==> config.mk <==
export PLATFORM = sky130hd
export DESIGN_NAME = substring_match_positions
export DESIGN_NICKNAME = d
export VERILOG_FILES = /design/src/rtl/core/smp_pkg.sv /design/src/rtl/core/substring_match_positions.sv
export VERILOG_INCLUDE_DIRS = /design/src /design/src/rtl/core
export SDC_FILE = /design/constraint.sdc
export NUM_CORES = 1
export LEC_CHECK = 0
export ABC_AREA = 1
export BUFFER_PORTS_ARGS = -buffer_cell sky130_fd_sc_hd__buf_2
export CAP_MARGIN = 20
export CORE_AREA = 8 8 323 262
export DETAILED_ROUTE_END_ITERATION = 8
export DIE_AREA = 0 0 331 270
export GPL_ROUTABILITY_DRIVEN = 1
export PLACE_DENSITY = 0.64
export SETUP_SLACK_MARGIN = 0.3
export SKIP_CTS_REPAIR_TIMING = 1
export SYNTH_ARGS = -nofsm -noshare
export SYNTH_HDL_FRONTEND = slang
export SYNTH_SLANG_ARGS = --single-unit
==> constraint.sdc <==
create_clock -name i_clk -period 6.93 [get_ports i_clk]
set_input_delay 0.3465 -clock i_clk [delete_from_list [all_inputs] [get_ports i_clk]]
set_output_delay 0.3465 -clock i_clk [all_outputs]
set_load 0.01 [all_outputs]
==> src/rtl/core/substring_match_positions_defines.svh <==
// Assertion macros shared by the substring match block.
// Plain text header with no dependencies; taken in by `include.
`ifndef SUBSTRING_MATCH_POSITIONS_DEFINES_SVH
`define SUBSTRING_MATCH_POSITIONS_DEFINES_SVH

// Consequent must hold in the same cycle as the antecedent.
`define SMP_ASSERT_SAME(label, clk, rst_n, ante, cons, msg) \
    label: assert property (@(posedge clk) disable iff (!rst_n) (ante) |-> (cons)) \
        else $error(msg);

// Consequent must hold in the cycle after the antecedent.
`define SMP_ASSERT_NEXT(label, clk, rst_n, ante, cons, msg) \
    label: assert property (@(posedge clk) disable iff (!rst_n) (ante) |=> (cons)) \
        else $error(msg);

`endif

==> src/rtl/core/smp_pkg.sv <==
// Package for the substring match block: beat types, register indexes and constants.
// No dependencies.
package smp_pkg;

    localparam int MAX_PATTERN_DEF   = 8;
    localparam int POSITION_BITS_DEF = 32;

    localparam int BYTE_W   = 8;
    localparam int OUT_W    = 32;
    localparam int PAT_W    = 64;
    localparam int PL_W     = 4;
    localparam int CFG_W    = 64;
    localparam int CFG_IDX_W = 1;

    localparam logic [BYTE_W-1:0]    LEAD_BYTE = 8'hC3;
    localparam logic [OUT_W-1:0]     TALLY_MAX = '1;

    localparam logic [CFG_IDX_W-1:0] CFG_PATTERN_BYTES  = 1'b0;
    localparam logic [CFG_IDX_W-1:0] CFG_PATTERN_LENGTH = 1'b1;

    typedef struct packed {
        logic [BYTE_W-1:0] text_byte;
        logic              end_of_text;
    } t_in_beat;

    typedef struct packed {
        logic [OUT_W-1:0] match_start;
        logic [OUT_W-1:0] match_end;
        logic [OUT_W-1:0] total_matches;
        logic             is_count_report;
        logic             last_of_run;
    } t_out_beat;

endpackage

==> src/rtl/core/substring_match_positions.sv <==
// Substring match block: window compare, position counters and result queue.
// Depends on smp_pkg and substring_match_positions_defines.svh.
//
// Usage: text bytes arrive as beats on the input channel (valid/ready), one byte
// per beat, end_of_text set on the final byte of a text. Each byte that ends a
// match yields one match beat; the final byte also yields a count report beat
// after any match beat. last_of_run marks the last beat caused by one byte.
// The pattern registers are to be written through the write port only while no
// text is in flight; the block itself does not enforce this.
// Flow: a byte accepted on the input channel is held in the input register,
// evaluated from there and written to a four-entry result queue; its first
// beat is offered on the output from the moment it is in the queue.
// Throughput: one byte per cycle while the queue has room; the window compare and
// counter update are combinational. Entries drain at one beat per cycle while the
// receiver is ready; a byte with both a match and a count report gives two beats.
// When the receiver stalls, the queue fills and input ready drops once no free
// entry remains, counting the byte held in the input register as one entry.
// Reset is synchronous and active low: the queue empties, all counters and the
// window clear, the pattern returns to all zero with length one. The end of a
// text clears the window and counters; the pattern registers are kept.
`include "substring_match_positions_defines.svh"

module substring_match_positions #(
    parameter int MAX_PATTERN   = smp_pkg::MAX_PATTERN_DEF,
    parameter int POSITION_BITS = smp_pkg::POSITION_BITS_DEF
) (
    input  logic                                i_clk,
    input  logic                                i_rst_n,
    input  logic                                i_cfg_wr_en,
    input  logic [smp_pkg::CFG_IDX_W-1:0]       i_cfg_index,
    input  logic [smp_pkg::CFG_W-1:0]           i_cfg_wr_data,
    input  logic                                i_in_valid,
    output logic                                o_in_ready,
    input  smp_pkg::t_in_beat                   i_in_beat,
    output logic                                o_out_valid,
    input  logic                                i_out_ready,
    output smp_pkg::t_out_beat                  o_out_beat
);
    import smp_pkg::*;

    localparam int CHAR_W     = (POSITION_BITS < OUT_W) ? POSITION_BITS : OUT_W;
    localparam int WIN_IDX_W  = (MAX_PATTERN > 1) ? $clog2(MAX_PATTERN) : 1;
    localparam int FIFO_DEPTH = 4;
    localparam int PTR_W      = $clog2(FIFO_DEPTH);
    localparam int CNT_W      = $clog2(FIFO_DEPTH + 1);

    localparam logic [PL_W-1:0]   MAX_LEN    = PL_W'(MAX_PATTERN);
    localparam logic [CHAR_W-1:0] CHAR_MAX   = '1;
    localparam logic [CNT_W-1:0]  FIFO_LIMIT = CNT_W'(FIFO_DEPTH - 1);

    typedef struct packed {
        logic [CHAR_W-1:0] start_pos;
        logic [CHAR_W-1:0] end_pos;
        logic [OUT_W-1:0]  tally;
        logic              has_match;
        logic              has_report;
    } t_entry;

    logic [PAT_W-1:0]  r_pat_bytes;
    logic [PL_W-1:0]   r_pat_len;

    logic              r_in_valid;
    t_in_beat          r_in;

    logic [BYTE_W-1:0] r_win [MAX_PATTERN];
    logic [PL_W-1:0]   r_bytes;
    logic [CHAR_W-1:0] r_chars;
    logic [OUT_W-1:0]  r_tally;
    logic [PL_W-1:0]   r_skip;

    logic [BYTE_W-1:0] n_win [MAX_PATTERN];
    logic [PL_W-1:0]   n_bytes;
    logic [CHAR_W-1:0] n_chars;
    logic [OUT_W-1:0]  n_tally;
    logic [PL_W-1:0]   n_skip;

    t_entry            r_fifo [FIFO_DEPTH];
    logic [PTR_W-1:0]  r_wr_ptr;
    logic [PTR_W-1:0]  r_rd_ptr;
    logic [CNT_W-1:0]  r_count;
    logic              r_sub;

    logic [PL_W-1:0]   w_len;
    logic [PL_W-1:0]   w_sel;
    logic [PL_W-1:0]   w_after;
    logic              w_hit;
    logic              w_push;
    t_entry            w_entry;
    t_entry            w_head;
    logic              w_in_acc;
    logic              w_out_acc;
    logic              w_pop;

    assign w_in_acc   = i_in_valid && o_in_ready;
    assign o_in_ready = (r_count + CNT_W'(r_in_valid)) <= FIFO_LIMIT;

    always_ff @(posedge i_clk) begin
        if (!i_rst_n) begin
            r_pat_bytes <= '0;
            r_pat_len   <= PL_W'(1);
        end else if (i_cfg_wr_en) begin
            case (i_cfg_index)
                CFG_PATTERN_BYTES:  r_pat_bytes <= i_cfg_wr_data[PAT_W-1:0];
                CFG_PATTERN_LENGTH: r_pat_len   <= i_cfg_wr_data[PL_W-1:0];
                default: ;
            endcase
        end
    end

    always_comb begin
        if (r_pat_len == '0) begin
            w_len = PL_W'(1);
        end else if (r_pat_len > MAX_LEN) begin
            w_len = MAX_LEN;
        end else begin
            w_len = r_pat_len;
        end

        n_win[0] = r_in.text_byte;
        for (int i = 1; i < MAX_PATTERN; i++) begin
            n_win[i] = r_win[i-1];
        end

        n_bytes = (r_bytes < MAX_LEN) ? r_bytes + 1'b1 : r_bytes;
        n_chars = (r_in.text_byte != LEAD_BYTE && r_chars != CHAR_MAX) ?
                  r_chars + 1'b1 : r_chars;

        w_hit = (r_skip == '0) && (n_bytes >= w_len);
        w_sel = '0;
        for (int k = 0; k < MAX_PATTERN; k++) begin
            if (PL_W'(k) < w_len) begin
                w_sel = w_len - PL_W'(k) - 1'b1;
                if (n_win[w_sel[WIN_IDX_W-1:0]] != r_pat_bytes[BYTE_W*k +: BYTE_W]) begin
                    w_hit = 1'b0;
                end
            end
        end

        w_after = '0;
        for (int k = 0; k + 1 < MAX_PATTERN; k++) begin
            if (PL_W'(k + 1) < w_len && n_win[k] != LEAD_BYTE) begin
                w_after = w_after + 1'b1;
            end
        end

        n_tally = (w_hit && r_tally != TALLY_MAX) ? r_tally + 1'b1 : r_tally;

        if (r_skip != '0) begin
            n_skip = r_skip - 1'b1;
        end else if (w_hit) begin
            n_skip = w_len - 1'b1;
        end else begin
            n_skip = '0;
        end

        w_entry.start_pos  = (n_chars >= CHAR_W'(w_after)) ?
                             n_chars - CHAR_W'(w_after) : '0;
        w_entry.end_pos    = n_chars;
        w_entry.tally      = n_tally;
        w_entry.has_match  = w_hit;
        w_entry.has_report = r_in.end_of_text;

        w_push = r_in_valid && (w_hit || r_in.end_of_text);
    end

    always_ff @(posedge i_clk) begin
        if (!i_rst_n) begin
            r_in_valid <= 1'b0;
            r_bytes    <= '0;
            r_chars    <= '0;
            r_tally    <= '0;
            r_skip     <= '0;
            for (int i = 0; i < MAX_PATTERN; i++) begin
                r_win[i] <= '0;
            end
        end else begin
            r_in_valid <= w_in_acc;
            if (r_in_valid) begin
                if (r_in.end_of_text) begin
                    r_bytes <= '0;
                    r_chars <= '0;
                    r_tally <= '0;
                    r_skip  <= '0;
                    for (int i = 0; i < MAX_PATTERN; i++) begin
                        r_win[i] <= '0;
                    end
                end else begin
                    r_bytes <= n_bytes;
                    r_chars <= n_chars;
                    r_tally <= n_tally;
                    r_skip  <= n_skip;
                    for (int i = 0; i < MAX_PATTERN; i++) begin
                        r_win[i] <= n_win[i];
                    end
                end
            end
        end
    end

    always_ff @(posedge i_clk) begin
        if (w_in_acc) begin
            r_in <= i_in_beat;
        end
        if (w_push) begin
            r_fifo[r_wr_ptr] <= w_entry;
        end
    end

    assign w_head      = r_fifo[r_rd_ptr];
    assign o_out_valid = r_count != '0;
    assign w_out_acc   = o_out_valid && i_out_ready;

    always_comb begin
        if (w_head.has_match && !r_sub) begin
            o_out_beat.match_start     = OUT_W'(w_head.start_pos);
            o_out_beat.match_end       = OUT_W'(w_head.end_pos);
            o_out_beat.is_count_report = 1'b0;
            o_out_beat.last_of_run     = !w_head.has_report;
        end else begin
            o_out_beat.match_start     = '0;
            o_out_beat.match_end       = '0;
            o_out_beat.is_count_report = 1'b1;
            o_out_beat.last_of_run     = 1'b1;
        end
        o_out_beat.total_matches = w_head.tally;
    end

    assign w_pop = w_out_acc && o_out_beat.last_of_run;

    always_ff @(posedge i_clk) begin
        if (!i_rst_n) begin
            r_wr_ptr <= '0;
            r_rd_ptr <= '0;
            r_count  <= '0;
            r_sub    <= 1'b0;
        end else begin
            if (w_push) begin
                r_wr_ptr <= r_wr_ptr + 1'b1;
            end
            if (w_pop) begin
                r_rd_ptr <= r_rd_ptr + 1'b1;
                r_sub    <= 1'b0;
            end else if (w_out_acc) begin
                r_sub    <= 1'b1;
            end
            r_count <= r_count + CNT_W'(w_push) - CNT_W'(w_pop);
        end
    end

    `SMP_ASSERT_SAME(a_queue_room, i_clk, i_rst_n, r_in_valid, r_count <= FIFO_LIMIT, "result queue has no room for the evaluated byte")
    `SMP_ASSERT_NEXT(a_text_end_clears, i_clk, i_rst_n, r_in_valid && r_in.end_of_text, r_chars == '0 && r_tally == '0 && r_skip == '0, "counters not cleared after end of text")
    `SMP_ASSERT_NEXT(a_sub_clears, i_clk, i_rst_n, w_pop, !r_sub, "entry phase not cleared after its last beat")
    `SMP_ASSERT_SAME(a_start_le_end, i_clk, i_rst_n, o_out_valid && !o_out_beat.is_count_report, o_out_beat.match_start <= o_out_beat.match_end, "match starts after its end")

endmodule
==> qor.txt <==
run status: finished, violations left
violations in the final reports: negative hold slack
# clock sinks: 608
total wire length after detailed routing: 90.8 mm
leading cell type in the layout, fill and taps excluded: sky130_fd_sc_hd__nand2_1
final number of hold-violating endpoints: 1
top-area cell type share of the netlist area: 44.1%
placeable core area: 79600 sq um
sequential cell area fraction in the yosys report: 54.5%
utilization after layout: 44.4%
Slowest Stage Delay on Critical Path: 0.43 ns
CTS clk-pin slew, worst paths: 0.06 ns
pin count of the biggest net entering global routing: 99
std cell rows: 93
final std cell area, no fill: 35300 sq um
DRC marker count from the first detailed-route iteration: 2598
clock period minus final worst setup slack: 6.22 ns
unrepaired setup endpoints after global routing: no
source-to-sink clock delay at the later pin of the worst-skew pair: 0.63 ns
required time reported for the critical path endpoint: 7.34 ns
count of unresolved DRC violations after routing: 0
H-tree level count: 3
power per unit of standard cell area: 323 nW/um^2
TritonCTS clock tree: yes
Worst Skew: 0.0311 ns
number of enable flip-flop cells after synthesis: 449
global-route wire length before repair: 139 mm
layout filler cell count: 7803
Async S/R FF share, synth: 0%
TritonRoute pass-1 iters: 5
dominant cell type by count on the critical path: sky130_fd_sc_hd__nand2_1
crit path launch: r_pat_len[0]$_SDFFE_PN1P_
placed standard-cell area: 32400 sq um
placed wire-length estimate after detailed placement: 61.1 mm
Area Growth Syn to Fin: 15.4%
die height: 270 um
register-to-register setup slack: 0.71 ns
wire length per cell: 18.5 um
maximum capacitance violations: 0
initial antenna violation count: 3
total congestion overflow after global routing: 0
fraction of layout cells with a size suffix above 1: 10.7%
Slew @ Worst Pin: 1.03 ns
Worst Hold Margin: -0.00132 ns
commonest non-fill, non-tap cells in the layout: 841 x sky130_fd_sc_hd__nand2_1, 544 x sky130_fd_sc_hd__nor2_1, 449 x sky130_fd_sc_hd__edfxtp_1
number of nets with antenna violations after detailed routing: 0
logic depth of the worst register-to-register path: 34
placer congestion estimate: 0.949
power after layout: 11.4 mW
Crit Path Class: reg -> reg
quantity of I/O buffers inserted on ports: 178
master cell of the clock root buffer: sky130_fd_sc_hd__clkbuf_16
kind of start point of the critical path: register
number of distinct library cells after synthesis: 50
routed via count divided by cell count: 5.25
minimum setup slack after placement: -0.0745 ns
peak supply drop: 190 uV
number of buffers created by CTS: 67
most common flop cell mapped by yosys: sky130_fd_sc_hd__edfxtp_1
starting density of the core: 38.4%
netlist area before placement: 30600 sq um
gate count of the mapped netlist: 3645
leakage: 14.3 nW
number of standard cells in the final layout excluding fillers: 4905
end point of the critical path: r_fifo[2][73]$_DFFE_PP_
final clock period utilization by the worst path: 89.7%
final setup violation count: 0
leading cell types by total area after synthesis: sky130_fd_sc_hd__edfxtp_1 44%, sky130_fd_sc_hd__dfxtp_1 10%, sky130_fd_sc_hd__nand2_1 10%
Synth area leader: sky130_fd_sc_hd__edfxtp_1
syn avg cell area: 8.39 sq um
synthesis warning total: 0
final layout net count: 3917
gr usage total: 19.7%
Crit path arrival time: 6.63 ns
maximum fanout along the worst path: 26
worst setup slack after layout: 0.711 ns
CTS max path bufs: 3
final setup TNS: 0 ns
horizontal die dimension: 331 um
number of placed instances, taps included: 4740
total I/O pin count: 179
origin of the critical flop-to-flop path: r_pat_len[0]$_SDFFE_PN1P_
die area: 89400 sq um
number of synthesized register bits: 608
Worst Setup End Kind: register
total count of max-transition violations in the final report: 0
Highest Clock Rate: 161 MHz
reg-to-reg endpoint: r_fifo[2][73]$_DFFE_PP_
number of nets in the synthesized netlist: 3759
critical path's slowest cell: sky130_fd_sc_hd__o21ai_0
relative max-transition margin: 31.4%
vias in the first global route: 23600
DR vias: 25700
path category of the worst min-delay check: in -> reg
layout make-up:
class | count | area [sq um] | area share, %
diodes | 3 | 7.51 | 0.0213
clock buffers | 87 | 1810 | 5.14
clock inverters | 36 | 571 | 1.62
inverters | 302 | 1140 | 3.22
multi-input cells | 2564 | 12100 | 34.4
flip-flops and latches | 608 | 16700 | 47.2
well taps | 1045 | 1310 | 3.70
repair buffers | 260 | 1650 | 4.67
metal layers:
metal  global-route usage (%)  routed length (um)  up-vias
li1                         -                   -    12600
met1                     27.6               39700    12000
met2                     30.4               40800     1041
met3                     3.53                7330      161
met4                     6.81                3050        0
met5                        0                   0        -
Yosys cell counts, drive strengths merged (3+ instances only):
master  count
o31ai       3
ha         33
or2         3
nand2     851
buf        55
nand4      40
inv       302
nor4       27
xnor2       8
nor2      574
xor2       55
clkbuf    116
a21oi     167
nand3b     29
edfxtp    449
o21ai     309
nand3     352
dfxtp     159
o22ai      55
nor3       32
and2        8
and3        3
kinds of logic (layout without fill, tap and decap cells):
family / after synthesis / after routing / share of synthesized area (%)
AND/OR/NAND/NOR: 1921 / 1921 / 26.6
flip-flops: 608 / 608 / 54.5
AO/OA/AOI/OAI: 543 / 543 / 9.30
buffers and inverters: 473 / 685 / 6.26
XOR/XNOR: 63 / 63 / 1.88
adder cells (fa/ha/maj): 35 / 35 / 1.48
multiplexers: 2 / 2 / 0.0695
other: 0 / 3 / 0
critical path, delay by kind of cell (launching register included):
family / cells / cell delay (ns)
AND/OR/NAND/NOR: 18 / 2.06
adder cells (fa/ha/maj): 5 / 1.40
AO/OA/AOI/OAI: 4 / 1.27
buffers and inverters: 5 / 0.56
XOR/XNOR: 2 / 0.36
flip-flops: 1 / 0.35
worst min-delay path by stage:
stage | startpoint | to | cells after the start
2_1_floorplan | r_rd_ptr[1]$_SDFFE_PN0P_ | register | 2
3_3_place_gp | r_rd_ptr[1]$_SDFFE_PN0P_ | register | 2
3_5_place_dp | r_rd_ptr[1]$_SDFFE_PN0P_ | register | 2
4_1_cts | i_in_beat[1] | n_win[56]$_DFFE_PP_ | 1
5_1_grt | i_cfg_wr_data[34] | r_pat_bytes[34]$_SDFFE_PN0P_ | 3
6_report | i_cfg_wr_data[34] | r_pat_bytes[34]$_SDFFE_PN0P_ | 3
power by group:
part | internal, mW | switching, mW | total [mW]
Combinational | 0.951 | 2.17 | 3.12
Clock | 2.33 | 1.52 | 3.85
Sequential | 4.31 | 0.119 | 4.43
state kept, by name, indices dropped and copies added, names as in the netlist, named ones only:
register     cells
r_sub            1
r_count          3
n_win            8
r_fifo         392
r_bytes          4
r_skip           4
r_pat_len        4
r_win           56
r_in             1
r_chars         32
r_pat_bytes     64
r_tally         32
r_rd_ptr         2
r_wr_ptr         2
r_in_valid       1
(Power assumes the default switching activity.)
